[config.mk]
export PLATFORM = sky130hd
export DESIGN_NAME = farey_sequence_generator
export DESIGN_NICKNAME = d
export VERILOG_FILES = /design/src/hdl/fsg_pkg.sv /design/src/hdl/fsg_datapath.sv /design/src/hdl/fsg_ctrl.sv /design/src/hdl/farey_sequence_generator.sv
export VERILOG_INCLUDE_DIRS = /design/src /design/src/hdl
export SDC_FILE = /design/constraint.sdc
export NUM_CORES = 1
export LEC_CHECK = 0
export BUFFER_PORTS_ARGS = -buffer_cell sky130_fd_sc_hd__buf_2
export CORE_UTILIZATION = 55
export DETAILED_ROUTE_END_ITERATION = 7
export GPL_TIMING_DRIVEN = 0
export PLACE_DENSITY = 0.7
export SYNTH_ARGS = -nofsm -noshare
export SYNTH_HDL_FRONTEND = slang
export SYNTH_SLANG_ARGS = --single-unit
[constraint.sdc]
create_clock -name i_clk -period 6.6 [get_ports i_clk]
set_clock_uncertainty 0.15 [all_clocks]
set_input_delay 0.66 -clock i_clk [delete_from_list [all_inputs] [get_ports i_clk]]
set_output_delay 0.66 -clock i_clk [all_outputs]
set_load 0.005 [all_outputs]
[src/hdl/assert_macros.svh]
// Assertion macros shared by the RTL of the Farey term generator.
// No dependencies; both macros expect i_clk, FSG_ASSERT also i_rst_n.
`ifndef ASSERT_MACROS_SVH
`define ASSERT_MACROS_SVH
`ifndef SYNTHESIS
// checked only out of reset
`define FSG_ASSERT(lbl, prop) \
    lbl: assert property (@(posedge i_clk) disable iff (!i_rst_n) prop) \
        else $error("fsg assertion failed");
// checked at every edge, reset included
`define FSG_ASSERT_ALWAYS(lbl, prop) \
    lbl: assert property (@(posedge i_clk) prop) \
        else $error("fsg assertion failed");
`else
`define FSG_ASSERT(lbl, prop)
`define FSG_ASSERT_ALWAYS(lbl, prop)
`endif
`endif

[src/hdl/fsg_pkg.sv]
// Shared types and constants for the Farey term generator.
// No dependencies.
`default_nettype none
package fsg_pkg;

    localparam int MAX_DENOM_DEF = 255;
    localparam int FRAC_W        = 8;
    localparam int CFG_W         = 8;
    localparam logic [CFG_W-1:0] CFG_RESET = 8'd1;

    typedef enum logic [2:0] {
        S_IDLE,
        S_INIT,
        S_MUL_L,
        S_MUL_R,
        S_CMP,
        S_EMIT
    } t_state;

    typedef struct packed {
        logic load;   // request beat taken
        logic init;   // start candidate scan
        logic mul_l;  // p * best_q
        logic mul_r;  // best_p * q
        logic cmp;    // compare, keep best, step q
        logic emit;   // write result register and term state
    } t_cmd;

    typedef struct packed {
        logic trivial;  // request answers 0/1 without a scan
        logic q_done;   // last denominator reached
        logic out_free; // result register can take a beat
    } t_sts;

endpackage
`default_nettype wire

[src/hdl/fsg_datapath.sv]
// Datapath: order register, current term, candidate scan with one shared
// multiplier, result register. Depends on fsg_pkg and assert_macros.svh.
`default_nettype none
`include "assert_macros.svh"
module fsg_datapath
    import fsg_pkg::*;
#(
    parameter int MAX_DENOM = MAX_DENOM_DEF
) (
    input  wire logic              i_clk,
    input  wire logic              i_rst_n,
    input  wire t_cmd              i_cmd,
    output t_sts                   o_sts,
    input  wire logic              i_restart,
    input  wire logic              i_cfg_valid,
    input  wire logic [CFG_W-1:0]  i_cfg_max_denom,
    input  wire logic              i_out_ready,
    output logic                   o_out_valid,
    output logic [FRAC_W-1:0]      o_numerator,
    output logic [FRAC_W-1:0]      o_denominator,
    output logic                   o_last
);

    localparam int QW_RAW = $clog2(MAX_DENOM + 1);
    localparam int QW     = (QW_RAW > FRAC_W) ? QW_RAW : FRAC_W;
    localparam int PW     = 2 * QW;

    logic [CFG_W-1:0]  r_cfg;
    logic [FRAC_W-1:0] r_cur_num, r_cur_den;
    logic              r_begun, r_zero;
    logic [QW-1:0]     r_q, r_quot, r_best_p, r_best_q;
    logic [FRAC_W-1:0] r_rem;
    logic [PW-1:0]     r_lhs, r_rhs;
    logic              r_out_valid, r_out_last;
    logic [FRAC_W-1:0] r_out_num, r_out_den;

    logic [QW-1:0]     ord_lim, p_cand, mul_a, mul_b;
    logic [FRAC_W-1:0] d_eff, res_num, res_den;
    logic [FRAC_W:0]   rem_sum;
    logic              rem_wrap;
    logic [PW-1:0]     prod;

    // effective order: zero means 1, saturate at MAX_DENOM
    always_comb begin
        if (r_cfg == '0) begin
            ord_lim = QW'(1);
        end else if (QW'(r_cfg) > QW'(MAX_DENOM)) begin
            ord_lim = QW'(MAX_DENOM);
        end else begin
            ord_lim = QW'(r_cfg);
        end
    end

    assign d_eff    = (r_cur_den == '0) ? FRAC_W'(1) : r_cur_den;
    // floor(c*q/d) tracked incrementally; c < d so it grows by at most one per q
    assign rem_sum  = {1'b0, r_rem} + {1'b0, r_cur_num};
    assign rem_wrap = rem_sum >= {1'b0, d_eff};
    assign p_cand   = r_quot + QW'(1);

    assign mul_a = i_cmd.mul_l ? p_cand   : r_best_p;
    assign mul_b = i_cmd.mul_l ? r_best_q : r_q;
    assign prod  = PW'(mul_a) * PW'(mul_b);

    assign res_num = r_zero ? '0         : r_best_p[FRAC_W-1:0];
    assign res_den = r_zero ? FRAC_W'(1) : r_best_q[FRAC_W-1:0];

    assign o_sts.trivial  = i_restart || !r_begun || (r_cur_num >= d_eff);
    assign o_sts.q_done   = (r_q == ord_lim);
    assign o_sts.out_free = !r_out_valid || i_out_ready;

    always_ff @(posedge i_clk) begin
        if (!i_rst_n) begin
            r_cfg       <= CFG_RESET;
            r_cur_num   <= '0;
            r_cur_den   <= FRAC_W'(1);
            r_begun     <= 1'b0;
            r_out_valid <= 1'b0;
        end else begin
            if (i_cfg_valid) begin
                r_cfg <= i_cfg_max_denom;
            end
            if (i_cmd.emit) begin
                r_cur_num   <= res_num;
                r_cur_den   <= res_den;
                r_begun     <= 1'b1;
                r_out_valid <= 1'b1;
            end else if (i_out_ready) begin
                r_out_valid <= 1'b0;
            end
        end
    end

    always_ff @(posedge i_clk) begin
        if (i_cmd.load) begin
            r_zero <= o_sts.trivial;
        end
        if (i_cmd.init) begin
            r_q      <= QW'(1);
            r_quot   <= '0;
            r_rem    <= r_cur_num;
            r_best_p <= QW'(1);
            r_best_q <= QW'(1);
        end
        if (i_cmd.mul_l) begin
            r_lhs <= prod;
        end
        if (i_cmd.mul_r) begin
            r_rhs <= prod;
        end
        if (i_cmd.cmp) begin
            if (r_lhs < r_rhs) begin
                r_best_p <= p_cand;
                r_best_q <= r_q;
            end
            r_q <= r_q + QW'(1);
            if (rem_wrap) begin
                r_rem  <= rem_sum[FRAC_W-1:0] - d_eff;
                r_quot <= r_quot + QW'(1);
            end else begin
                r_rem  <= rem_sum[FRAC_W-1:0];
            end
        end
        if (i_cmd.emit) begin
            r_out_num  <= res_num;
            r_out_den  <= res_den;
            r_out_last <= (res_num == FRAC_W'(1)) && (res_den == FRAC_W'(1));
        end
    end

    assign o_out_valid   = r_out_valid;
    assign o_numerator   = r_out_num;
    assign o_denominator = r_out_den;
    assign o_last        = r_out_last;

    `FSG_ASSERT(a_rem_below_den, i_cmd.cmp |-> (r_rem < d_eff))
    `FSG_ASSERT(a_q_in_order, i_cmd.cmp |-> (r_q <= ord_lim))
    `FSG_ASSERT(a_best_proper, i_cmd.cmp |-> (r_best_p <= r_best_q))

endmodule
`default_nettype wire

[src/hdl/fsg_ctrl.sv]
// Controller FSM: sequences request load, candidate scan and result write.
// Depends on fsg_pkg and assert_macros.svh.
`default_nettype none
`include "assert_macros.svh"
module fsg_ctrl
    import fsg_pkg::*;
(
    input  wire logic i_clk,
    input  wire logic i_rst_n,
    input  wire logic i_in_valid,
    output logic      o_in_ready,
    input  wire t_sts i_sts,
    output t_cmd      o_cmd
);

    t_state r_state, n_state;

    always_ff @(posedge i_clk) begin
        if (!i_rst_n) begin
            r_state <= S_IDLE;
        end else begin
            r_state <= n_state;
        end
    end

    always_comb begin
        n_state = r_state;
        case (r_state)
            S_IDLE: begin
                if (i_in_valid) begin
                    n_state = i_sts.trivial ? S_EMIT : S_INIT;
                end
            end
            S_INIT:  n_state = S_MUL_L;
            S_MUL_L: n_state = S_MUL_R;
            S_MUL_R: n_state = S_CMP;
            S_CMP:   n_state = i_sts.q_done ? S_EMIT : S_MUL_L;
            S_EMIT: begin
                if (i_sts.out_free) begin
                    n_state = S_IDLE;
                end
            end
            default: n_state = S_IDLE;
        endcase
    end

    always_comb begin
        o_cmd      = '0;
        o_in_ready = 1'b0;
        case (r_state)
            S_IDLE: begin
                o_in_ready = 1'b1;
                o_cmd.load = i_in_valid;
            end
            S_INIT:  o_cmd.init  = 1'b1;
            S_MUL_L: o_cmd.mul_l = 1'b1;
            S_MUL_R: o_cmd.mul_r = 1'b1;
            S_CMP:   o_cmd.cmp   = 1'b1;
            S_EMIT:  o_cmd.emit  = i_sts.out_free;
            default: o_cmd       = '0;
        endcase
    end

    `FSG_ASSERT_ALWAYS(a_one_cmd, $onehot0(o_cmd))
    `FSG_ASSERT(a_emit_has_room, o_cmd.emit |-> i_sts.out_free)
    `FSG_ASSERT(a_mul_order, (r_state == S_MUL_L) |=> (r_state == S_MUL_R))

endmodule
`default_nettype wire

[src/hdl/farey_sequence_generator.sv]
// Top level of the Farey sequence term generator.
// Depends on fsg_pkg, fsg_ctrl and fsg_datapath.
//
// channel  dir  handshake                     payload
// in       in   i_in_valid / o_in_ready       i_restart
// out      out  o_out_valid / i_out_ready     o_numerator, o_denominator, o_last
// cfg      in   i_cfg_valid / o_cfg_ready     i_cfg_max_denom
//
// A restart, the first request after reset, or a request after 1/1 skips the scan
// and loads 0/1 into the result register in S_EMIT. Any other request scans every
// denominator up to the order n with one shared multiplier, through S_MUL_L,
// S_MUL_R and S_CMP for each denominator, and then writes the result in S_EMIT.
// Reset is synchronous, active low; order resets to 1. A new request is taken once
// the previous result sits in the output register; a full one holds the input too.
`default_nettype none
module farey_sequence_generator
    import fsg_pkg::*;
#(
    parameter int MAX_DENOM = MAX_DENOM_DEF
) (
    input  wire logic              i_clk,
    input  wire logic              i_rst_n,
    input  wire logic              i_in_valid,
    output logic                   o_in_ready,
    input  wire logic              i_restart,
    output logic                   o_out_valid,
    input  wire logic              i_out_ready,
    output logic [FRAC_W-1:0]      o_numerator,
    output logic [FRAC_W-1:0]      o_denominator,
    output logic                   o_last,
    input  wire logic              i_cfg_valid,
    output logic                   o_cfg_ready,
    input  wire logic [CFG_W-1:0]  i_cfg_max_denom
);

    t_cmd cmd;
    t_sts sts;

    assign o_cfg_ready = 1'b1;

    fsg_ctrl u_ctrl (
        .i_clk      (i_clk),
        .i_rst_n    (i_rst_n),
        .i_in_valid (i_in_valid),
        .o_in_ready (o_in_ready),
        .i_sts      (sts),
        .o_cmd      (cmd)
    );

    fsg_datapath #(
        .MAX_DENOM (MAX_DENOM)
    ) u_datapath (
        .i_clk           (i_clk),
        .i_rst_n         (i_rst_n),
        .i_cmd           (cmd),
        .o_sts           (sts),
        .i_restart       (i_restart),
        .i_cfg_valid     (i_cfg_valid),
        .i_cfg_max_denom (i_cfg_max_denom),
        .i_out_ready     (i_out_ready),
        .o_out_valid     (o_out_valid),
        .o_numerator     (o_numerator),
        .o_denominator   (o_denominator),
        .o_last          (o_last)
    );

endmodule
`default_nettype wire

==> impl_summary.log, run 1 <==
INFO  metric yosys.area_share.xor_xnor = 0.03825
INFO  metric rsz0062_at_grt = no
INFO  metric finalMaxSlewViolations = 0
INFO  metric synth_enable_flop_cells = 66
INFO  metric cts_tree = yes
INFO  metric crit_chain = clkbuf_2 > inv_1 > nor3_4 > buf_4 > mux2i_2 > nor2_1 > fa_1 > inv_1 > fa_1 > fa_1 > fa_1 > inv_1 > ha_1 > or2_2 > a21oi_1 > a21oi_1 > a211oi_1 > a21oi_1 > xnor2_1
INFO  metric dr.pass1.iters = 6
INFO  metric coreArea = 0.01459 mm²
INFO  metric grt_pass1_wl = 30960 µm
INFO  metric rows = 44
INFO  metric die_area = 0.01548 mm²
INFO  metric postSynthCellCount = 843
INFO  metric muxShareOfSynthArea = 0.02914
INFO  metric maxSlewHeadroom = 0.1291
INFO  metric clock_latency = 0.42 ns
INFO  metric chipWidth = 124.4 µm
INFO  metric initial_core_util = 0.5651
INFO  metric timing.critical_path.required = 6.60 ns
INFO  metric clock-root-buffer = sky130_fd_sc_hd__clkbuf_16
INFO  metric drt-vias-per-instance = 5.772
INFO  metric clkSinkCount = 119
INFO  metric drt-total-wl = 18290 µm
INFO  metric timing_worst_slew_pin_value = 1.306 ns
INFO  metric detail-route-antenna-nets = 0
INFO  metric post_synth_and_or_nand_nor_area_fraction = 0.1695
INFO  metric timing.setup.critical_path_class = flip-flop to flip-flop
INFO  metric most_frequent_cell_on_the_critical_path = sky130_fd_sc_hd__fa_1
INFO  metric gp_routability_congestion = 0.8419
INFO  metric synth_area = 0.008244 mm²
INFO  metric power_leakage = 3.892 nW
INFO  metric cap_viol_max_count = 0
INFO  metric critical_path.endpoint_type = flip-flop
INFO  metric crit_path_max_fanout = 10
INFO  metric number_of_synthesis_warnings = 0
INFO  metric die-height = 124.4 µm
INFO  metric finalSetupTns = 0 ns
INFO  metric globalRouteTotalUtil = 0.2513
INFO  metric r2r_setup_slack = 0.43 ns
INFO  metric grt_antenna_before_repair = 0
INFO  metric leftover_overflow_at_the_end_of_global_routing = 0
INFO  metric vias = 6291
INFO  metric cts_inserted_buffers = 17
INFO  metric final_cell_count_no_fill = 1090
INFO  metric syn_area_per_cell = 9.780 µm²
INFO  metric critical_path.top_delay_family = adder cells
INFO  metric port_buffers = 31
INFO  metric count_of_filler_cells_inserted_in_the_layout = 1146
INFO  metric vdd_drop_max = 0.0002879 V
INFO  metric fin_nets = 1022
INFO  metric power.density_cell_area = 502.1 mW/mm²
INFO  metric synth_compound_gate_area_share = 0.1307
INFO  metric slowest_stage = sky130_fd_sc_hd__fa_1
INFO  metric drtIter0Drc = 506
INFO  metric number_of_distinct_standard_cells_referenced_by_the_synthesized_netlist = 66
INFO  metric timing.final.ws_setup = 0.4308 ns
INFO  metric layout-drive-gt1-share = 0.1203
INFO  metric layout.cells.most_common = sky130_fd_sc_hd__inv_1
INFO  metric placed_cells_incl_taps = 1058
INFO  metric cts_max_path_buffers = 2
INFO  metric syn_nets = 972
INFO  metric ys_async_sr_fraction = 0
INFO  metric antenna-diode-count = 0
INFO  metric finalSetupViolCount = 0
INFO  metric detail_route.drc_violations = 0
INFO  metric synth_top_family_by_area = adder cells
INFO  metric outcome = complete, no violations
INFO  metric area_growth = 11.61%
INFO  metric layout_worst_path_cycle_share = 0.9347
INFO  metric cts.clk_slew.worst_paths = 0.06 ns
INFO  metric biggest_cell_delay_along_the_critical_path = 0.56 ns
INFO  metric hold_wc_path_type = flip-flop to flip-flop
INFO  metric worst_ep_arrival_time = 6.17 ns
INFO  metric layout_min_cycle_time = 6.169 ns
INFO  metric synth_seq_area_share = 0.3691
INFO  metric first_global_vias = 6376
INFO  metric finalHoldViolations = 0
INFO  metric clock.fmax = 162.1 MHz
INFO  metric ios = 34
INFO  metric cts_setup_buffers = 0
INFO  metric layout_common_cells = sky130_fd_sc_hd__inv_1, sky130_fd_sc_hd__nor2_1, sky130_fd_sc_hd__ha_1
INFO  metric critical_path_buf_inv_count = 5
INFO  metric ctsHtreeMaxLevel = 4
INFO  metric synth-main-ff-cell = sky130_fd_sc_hd__edfxtp_1
INFO  metric detailed_place_hpwl = 13900 µm
INFO  metric hold_buffers = 0
INFO  metric place_ws = -0.009800 ns
INFO  metric post_cts.resized_instances = 1
INFO  metric drt-wirelength-per-cell = 16.78 µm
INFO  metric critPathLaunchType = flip-flop
INFO  metric synth-seq-cells = 119
INFO  metric synth-adder-area-share = 0.2091
INFO  metric largest_net_degree_at_the_start_of_global_routing = 27
INFO  metric hold-worst-slack = 0.3094 ns
## synth_stat cells (2+ instances only)
| cell type | number | area, µm² |
|---|---|---|
| sky130_fd_sc_hd__o31ai_1 | 4 | 30.03 |
| sky130_fd_sc_hd__a31o_2 | 3 | 26.28 |
| sky130_fd_sc_hd__a211oi_1 | 7 | 52.55 |
| sky130_fd_sc_hd__buf_4 | 2 | 15.01 |
| sky130_fd_sc_hd__a211o_1 | 2 | 17.52 |
| sky130_fd_sc_hd__nand2_1 | 71 | 266.5 |
| sky130_fd_sc_hd__nor3_1 | 11 | 55.05 |
| sky130_fd_sc_hd__xnor2_1 | 25 | 219.0 |
| sky130_fd_sc_hd__o21a_1 | 11 | 82.58 |
| sky130_fd_sc_hd__inv_1 | 90 | 337.8 |
| sky130_fd_sc_hd__clkbuf_1 | 15 | 56.30 |
| sky130_fd_sc_hd__or2_2 | 22 | 137.6 |
| sky130_fd_sc_hd__buf_2 | 5 | 25.02 |
| sky130_fd_sc_hd__ha_1 | 77 | 963.4 |
| sky130_fd_sc_hd__a21oi_1 | 24 | 120.1 |
| sky130_fd_sc_hd__o31a_1 | 2 | 17.52 |
| sky130_fd_sc_hd__nand3_1 | 17 | 85.08 |
| sky130_fd_sc_hd__a21boi_0 | 16 | 120.1 |
| sky130_fd_sc_hd__a32o_1 | 14 | 140.1 |
| sky130_fd_sc_hd__a21o_1 | 9 | 67.56 |
| sky130_fd_sc_hd__a31oi_1 | 4 | 25.02 |
| sky130_fd_sc_hd__o21ai_1 | 6 | 30.03 |
| sky130_fd_sc_hd__xor2_1 | 11 | 96.34 |
| sky130_fd_sc_hd__a32oi_1 | 2 | 17.52 |
| sky130_fd_sc_hd__nor2b_1 | 26 | 162.7 |
| sky130_fd_sc_hd__and3_1 | 9 | 56.30 |
| sky130_fd_sc_hd__nor3_2 | 2 | 20.02 |
| sky130_fd_sc_hd__nand4_1 | 7 | 43.79 |
| sky130_fd_sc_hd__mux2i_1 | 24 | 240.2 |
| sky130_fd_sc_hd__o21ai_0 | 24 | 120.1 |
| sky130_fd_sc_hd__a41o_1 | 2 | 20.02 |
| sky130_fd_sc_hd__o211ai_1 | 2 | 15.01 |
| sky130_fd_sc_hd__o21bai_1 | 2 | 15.01 |
| sky130_fd_sc_hd__a221o_1 | 2 | 20.02 |
| sky130_fd_sc_hd__dfxtp_1 | 53 | 1061 |
| sky130_fd_sc_hd__nor4_1 | 3 | 18.77 |
| sky130_fd_sc_hd__and2_1 | 13 | 81.33 |
| sky130_fd_sc_hd__nand2b_1 | 7 | 43.79 |
| sky130_fd_sc_hd__nor2_1 | 87 | 326.6 |
| sky130_fd_sc_hd__fa_1 | 38 | 760.7 |
| sky130_fd_sc_hd__and4_1 | 2 | 17.52 |
| sky130_fd_sc_hd__edfxtp_1 | 66 | 1982 |
## power by group
group	total, mW	internal [mW]	leakage (nW)	switching (mW)
sequential	1.23	1.12	1.05	0.105
combinational	2.53	0.993	2.59	1.54
clock	0.857	0.487	0.256	0.370
total	4.62	2.60	3.89	2.02
## metal layers
layer | global-route usage | vias to the layer above | routed length [µm]
met5 | 0 | - | 0
met4 | 0.09426 | 0 | 417
met3 | 0.04940 | 38 | 1100
li1 | - | 3022 | -
met1 | 0.3382 | 3026 | 8293
met2 | 0.4007 | 205 | 8475
## cell families after synthesis
group,Yosys count
xor+xnor,36
simple gates,286
mux,24
compound gates,148
flops,119
other cells,1
buf+inv,114
fa+ha+maj,115
## registers in the layout, summed over array words and instances (netlist names), 3 cells and up
| name | flops |
|---|---|
| u_datapath.r_rhs | 16 |
| u_ctrl.r_state | 3 |
| u_datapath.r_lhs | 16 |
| u_datapath.r_quot | 8 |
| u_datapath.o_numerator | 8 |
| u_datapath.r_cur_den | 8 |
| u_datapath.o_denominator | 8 |
| u_datapath.r_q | 8 |
| u_datapath.r_rem | 8 |
| u_datapath.r_cfg | 8 |
| u_datapath.r_cur_num | 8 |
| u_datapath.r_best_p | 8 |
| u_datapath.r_best_q | 8 |
## layout make-up
type / instances / area [µm²] / share of cell area
clock inverter: 15 / 122.6 / 0.01333
sequential: 119 / 3043 / 0.3307
buffer: 23 / 107.6 / 0.01169
clock buffer: 17 / 425.4 / 0.04623
multi-input combinational: 610 / 4776 / 0.5190
inverter: 91 / 341.6 / 0.03712
timing repair buffer: 31 / 155.1 / 0.01686
tap: 184 / 230.2 / 0.02502
## final timing paths
kind                      startpoint              endpoint  depth (start not counted)
setup reg to reg   u_ctrl.r_state[1]  u_datapath.r_lhs[15]                         19
setup / recovery   u_ctrl.r_state[1]  u_datapath.r_lhs[15]                         19
hold reg to reg   u_datapath.r_begun    u_datapath.r_begun                          1
hold / removal    u_datapath.r_begun    u_datapath.r_begun                          1
## metrics by stage
| stage | area [µm²] | util | total power, mW |
|---|---|---|---|
| CTS | 9180 | 0.6292 | 4.616 |
| floorplan | 8244 | - | 3.141 |
| global placement | 8630 | 0.5915 | 3.632 |
| finish | 9201 | 0.6307 | 4.620 |
| global route | 9201 | 0.6307 | 5.039 |
| detailed placement | 8630 | 0.5915 | 3.723 |
No activity file was read; power rests on OpenSTA's default activity.
==> run 2, diff against run 1 <==
--- a/config.mk
+++ b/config.mk
@@ -7,4 +7,5 @@
 export NUM_CORES = 1
 export LEC_CHECK = 0
+export ABC_AREA = 1
 export BUFFER_PORTS_ARGS = -buffer_cell sky130_fd_sc_hd__buf_2
 export CORE_UTILIZATION = 55
==> constraint.sdc (replaced) <==
create_clock -name i_clk -period 6.6 [get_ports i_clk]
set_clock_uncertainty 0.15 [all_clocks]
set_input_delay 1.98 -clock i_clk [delete_from_list [all_inputs] [get_ports i_clk]]
set_output_delay 1.98 -clock i_clk [all_outputs]
set_load 0.005 [all_outputs]
==> impl_summary.log, run 2 <==
INFO  metric outcome = complete, no violations (unchanged)
INFO  metric layout_common_cells = sky130_fd_sc_hd__nand2_1, sky130_fd_sc_hd__inv_1, sky130_fd_sc_hd__nor2_1 (was sky130_fd_sc_hd__inv_1, sky130_fd_sc_hd__nor2_1, sky130_fd_sc_hd__ha_1)
INFO  metric ys_top_cells_by_count = sky130_fd_sc_hd__nand2_1, sky130_fd_sc_hd__inv_1, sky130_fd_sc_hd__nor2_1, sky130_fd_sc_hd__ha_1, sky130_fd_sc_hd__edfxtp_1 (was sky130_fd_sc_hd__inv_1, sky130_fd_sc_hd__nor2_1, sky130_fd_sc_hd__ha_1, sky130_fd_sc_hd__nand2_1, sky130_fd_sc_hd__edfxtp_1)
INFO  metric drt-vias-per-instance = 5.243 (was 5.772)
INFO  metric number_of_distinct_standard_cells_referenced_by_the_synthesized_netlist = 45 (was 66)
INFO  metric die-height = 123.9 µm (was 124.4 µm)
INFO  metric port_buffers = 32 (was 31)
INFO  metric post_synth_and_or_nand_nor_area_fraction = 0.2050 (was 0.1695)
INFO  metric gp_routability_congestion = 0.8997 (was 0.8419)
INFO  metric rsz0062_at_grt = no (unchanged)
INFO  metric die_area = 0.01536 mm² (was 0.01548 mm²)
INFO  metric worst-r2r-cell-count = 23 (was 19)
INFO  metric layout.cells.most_common = sky130_fd_sc_hd__nand2_1 (was sky130_fd_sc_hd__inv_1)
INFO  metric worst_setup_path_endpoint = u_datapath.r_lhs[14] (was u_datapath.r_lhs[15])
INFO  metric coreArea = 0.01453 mm² (was 0.01459 mm²)
INFO  metric layout_worst_path_cycle_share = 0.9067 (was 0.9347)
INFO  metric cap_viol_max_count = 0 (unchanged)
INFO  metric timing.critical_path.required = 6.60 ns (about the same)
INFO  metric synthTopCellsByArea = sky130_fd_sc_hd__edfxtp_1, sky130_fd_sc_hd__dfxtp_1, sky130_fd_sc_hd__ha_1, sky130_fd_sc_hd__fa_1, sky130_fd_sc_hd__nand2_1 (was sky130_fd_sc_hd__edfxtp_1, sky130_fd_sc_hd__dfxtp_1, sky130_fd_sc_hd__ha_1, sky130_fd_sc_hd__fa_1, sky130_fd_sc_hd__inv_1)
INFO  metric reg_top3 = u_datapath.r_lhs: 16 flops, u_datapath.r_rhs: 16 flops (unchanged)
INFO  metric grt_pass1_wl = 29690 µm (was 30960 µm)
INFO  metric internal_power = 2.404 mW (was 2.604 mW)
INFO  metric clkSinkCount = 119 (unchanged)
INFO  metric yosys.area_share.xor_xnor = 0.02784 (was 0.03825)
INFO  metric post-route-cell-area = 0.009128 mm² (was 0.009201 mm²)
INFO  metric initial_core_util = 0.5628 (was 0.5651)
INFO  metric power_leakage = 4.485 nW (was 3.892 nW)
INFO  metric area_growth = 11.60% (was 11.61%)
INFO  metric r2r-end = u_datapath.r_lhs[14] (was u_datapath.r_lhs[15])
INFO  metric synth_compound_gate_area_share = 0.08567 (was 0.1307)
INFO  metric cts.clk_slew.worst_paths = 0.06 ns (about the same)
INFO  metric leftover_overflow_at_the_end_of_global_routing = 0 (unchanged)
INFO  metric grt_antenna_before_repair = 0 (unchanged)
INFO  metric crit_path_max_fanout = 25 (was 10)
INFO  metric drt-total-wl = 18110 µm (was 18290 µm)
INFO  metric beginning_of_the_worst_hold_path = u_datapath.r_best_q[6] (was u_datapath.r_begun)
INFO  metric syn_nets = 1121 (was 972)
INFO  metric synth_area = 0.008179 mm² (was 0.008244 mm²)
INFO  metric post-synth-top-count-cell = sky130_fd_sc_hd__nand2_1 (was sky130_fd_sc_hd__inv_1)
INFO  metric finalSetupViolCount = 0 (unchanged)
INFO  metric cts_tree = yes (unchanged)
INFO  metric clock_latency = 0.42 ns (about the same)
INFO  metric detailed_place_hpwl = 14060 µm (was 13900 µm)
INFO  metric ios = 34 (unchanged)
INFO  metric vdd_drop_max = 0.0002181 V (was 0.0002879 V)
INFO  metric antenna-diode-count = 0 (unchanged)
INFO  metric postSynthCellCount = 992 (was 843)
INFO  metric synth_seq_area_share = 0.3720 (was 0.3691)
INFO  metric r2r_setup_slack = 0.62 ns (was 0.43 ns)
INFO  metric final_cell_count_no_fill = 1241 (was 1090)
INFO  metric power.share.switching = 0.4459 (was 0.4362)
INFO  metric largest_net_degree_at_the_start_of_global_routing = 27 (unchanged)
INFO  metric synth_top_area_share = 0.2423 (was 0.2404)
INFO  metric postPlaceCellArea = 0.008586 mm² (was 0.008630 mm²)
INFO  metric hold_wc_path_type = flip-flop to flip-flop (unchanged)
INFO  metric fin_nets = 1173 (was 1022)
INFO  metric layout-drive-gt1-share = 0.08609 (was 0.1203)
INFO  metric syn_area_per_cell = 8.245 µm² (was 9.780 µm²)
INFO  metric worst_ep_arrival_time = 5.99 ns (was 6.17 ns)
INFO  metric power_frac_seq = 0.278 (was 0.266)
INFO  metric p_sw = 1.934 mW (was 2.015 mW)
INFO  metric maxSlewHeadroom = 0.1954 (was 0.1291)
INFO  metric layout_min_cycle_time = 5.984 ns (was 6.169 ns)
INFO  metric detail-route-antenna-nets = 0 (unchanged)
INFO  metric multi_input_area = 0.004338 mm² (was 0.004776 mm²)
INFO  metric cts_inserted_buffers = 17 (unchanged)
INFO  metric timing_worst_slew_pin_value = 1.206 ns (was 1.306 ns)
INFO  metric drt-wirelength-per-cell = 14.59 µm (was 16.78 µm)
INFO  metric vias = 6507 (was 6291)
INFO  metric finalHoldViolations = 0 (unchanged)
INFO  metric drtIter0Drc = 490 (was 506)
INFO  metric synth_enable_flop_cells = 66 (unchanged)
INFO  metric muxShareOfSynthArea = 0 (was 0.02914)
INFO  metric finalMaxSlewViolations = 0 (unchanged)
INFO  metric power.combinational.fraction = 0.523 (was 0.548)
INFO  metric cts_max_path_buffers = 2 (unchanged)
INFO  metric clock.fmax = 167.1 MHz (was 162.1 MHz)
INFO  metric rows = 44 (unchanged)
INFO  metric register_area = 0.003043 mm² (unchanged)
INFO  metric critPathLaunchType = flip-flop (unchanged)
INFO  metric hold-path-cell-count = 2 (was 1)
INFO  metric first_global_vias = 6225 (was 6376)
INFO  metric hold_buffers = 0 (unchanged)
INFO  metric globalRouteTotalUtil = 0.2563 (was 0.2513)
INFO  metric count_of_filler_cells_inserted_in_the_layout = 1278 (was 1146)
INFO  metric synth-seq-cells = 119 (unchanged)
INFO  metric synth-main-ff-cell = sky130_fd_sc_hd__edfxtp_1 (unchanged)
INFO  metric pwr-share-clk = 0.199 (was 0.186)
INFO  metric detail_route.drc_violations = 0 (unchanged)
INFO  metric placed_cells_incl_taps = 1209 (was 1058)
INFO  metric dr.pass1.iters = 6 (unchanged)
INFO  metric post_synth_top_area_cell = sky130_fd_sc_hd__edfxtp_1 (unchanged)
INFO  metric number_of_synthesis_warnings = 0 (unchanged)
INFO  metric worstSetupStartpoint = u_ctrl.r_state[2] (was u_ctrl.r_state[1])
INFO  metric critical_path.endpoint_type = flip-flop (unchanged)
INFO  metric timing.setup.critical_path_class = flip-flop to flip-flop (unchanged)
INFO  metric critical_path.reg2reg.startpoint = u_ctrl.r_state[2] (was u_ctrl.r_state[1])
INFO  metric chipWidth = 123.9 µm (was 124.4 µm)
INFO  metric synth-adder-area-share = 0.2108 (was 0.2091)
INFO  metric clock-root-buffer = sky130_fd_sc_hd__clkbuf_16 (unchanged)
INFO  metric power.density_cell_area = 475.2 mW/mm² (was 502.1 mW/mm²)
INFO  metric ctsHtreeMaxLevel = 4 (unchanged)
INFO  metric finalSetupTns = 0 ns (unchanged)
INFO  metric cts_setup_buffers = 0 (unchanged)
INFO  metric post_cts.resized_instances = 0 (was 1)
INFO  metric synth_top_family_by_area = adder cells (unchanged)
INFO  metric ys_async_sr_fraction = 0 (unchanged)
==> run 2: cell types whose count changed after synthesis, sizes merged, moves of 21 or more <==
cell and delta:
mux2i -24, a21oi +23, or2 -21, nor2 +32, nor2b -27, inv +97
o21ai +33, nand2 +119, nand3 +37
==> run 2: through the flow <==
stage	power [mW]	setup slack, ns	hold WS (ns)	util
final	4.338	0.6155	0.3147	0.6280
after global routing	4.728	0.2280	0.3378	0.6280
after CTS	4.344	0.6423	0.3137	0.6280
after detailed placement	3.471	0.6583	0.3049	0.5907
after global placement	3.413	0.6658	0.2950	0.5896
after floorplan	2.931	1.421	0.2808	-
==> run 2: cells by family after synthesis <==
logic type / after synthesis
buffers and inverters: 207
other: 1
and+or+nand+nor: 395
xor gates and xnor gates: 26
DFF: 119
AOI/OAI and AO/OA: 129
adders and majority gates: 115
==> run 2: metal layers <==
| metal | wire length, µm | GRT usage | up-vias |
|---|---|---|---|
| li1 | - | - | 3294 |
| met1 | 8715 | 0.3546 | 3044 |
| met2 | 8270 | 0.4052 | 141 |
| met3 | 779 | 0.04350 | 28 |
| met4 | 346 | 0.09003 | 0 |
| met5 | 0 | 0 | - |
==> run 2: how the worst min path moves through the flow <==
stage	to	slack [ns]
after floorplan	u_datapath.r_cur_den[0]	0.28
after global placement	u_datapath.r_begun	0.30
after detailed placement	u_datapath.r_begun	0.30
after CTS	u_datapath.r_best_p[1]	0.31
after global routing	u_datapath.r_best_q[4]	0.34
final	u_datapath.r_best_q[6]	0.31
==> run 2: power by group through the flow <==
| stage | registers [mW] | clock network, mW | logic, mW |
|---|---|---|---|
| floorplan | 1.18 | 0 | 1.75 |
| global placement | 1.21 | 0 | 2.20 |
| detailed placement | 1.22 | 0 | 2.25 |
| CTS | 1.21 | 0.867 | 2.27 |
| global route | 1.22 | 0.903 | 2.60 |
| finish | 1.21 | 0.863 | 2.27 |
==> run 2: worst max-delay path: stages (launching register included) <==
cell and delay, ns:
sky130_fd_sc_hd__dfxtp_1 0.38, sky130_fd_sc_hd__nor2_1 0.15, sky130_fd_sc_hd__inv_2 0.07, sky130_fd_sc_hd__nor2_4 0.20, sky130_fd_sc_hd__buf_2 0.53, sky130_fd_sc_hd__o21ai_0 0.26, sky130_fd_sc_hd__inv_1 0.27, sky130_fd_sc_hd__nor2_1 0.10
sky130_fd_sc_hd__fa_1 0.52, sky130_fd_sc_hd__inv_1 0.05, sky130_fd_sc_hd__fa_1 0.47, sky130_fd_sc_hd__inv_1 0.05, sky130_fd_sc_hd__fa_1 0.52, sky130_fd_sc_hd__inv_1 0.05, sky130_fd_sc_hd__fa_1 0.53, sky130_fd_sc_hd__inv_1 0.04
sky130_fd_sc_hd__ha_1 0.36, sky130_fd_sc_hd__nand2_1 0.11, sky130_fd_sc_hd__a21oi_1 0.06, sky130_fd_sc_hd__nor2_1 0.08, sky130_fd_sc_hd__nand2_1 0.10, sky130_fd_sc_hd__a21boi_0 0.33, sky130_fd_sc_hd__o21ai_0 0.16, sky130_fd_sc_hd__xor2_1 0.17
==> run 2: layout make-up <==
class,count,share of cell area
well taps,184,0.02522
inverters,189,0.07814
repair buffers,33,0.01878
flip-flops and latches,119,0.3334
multi-input cells,666,0.4753
plain buffers,18,0.009870
clock buffers,20,0.04784
clock inverters,12,0.01151
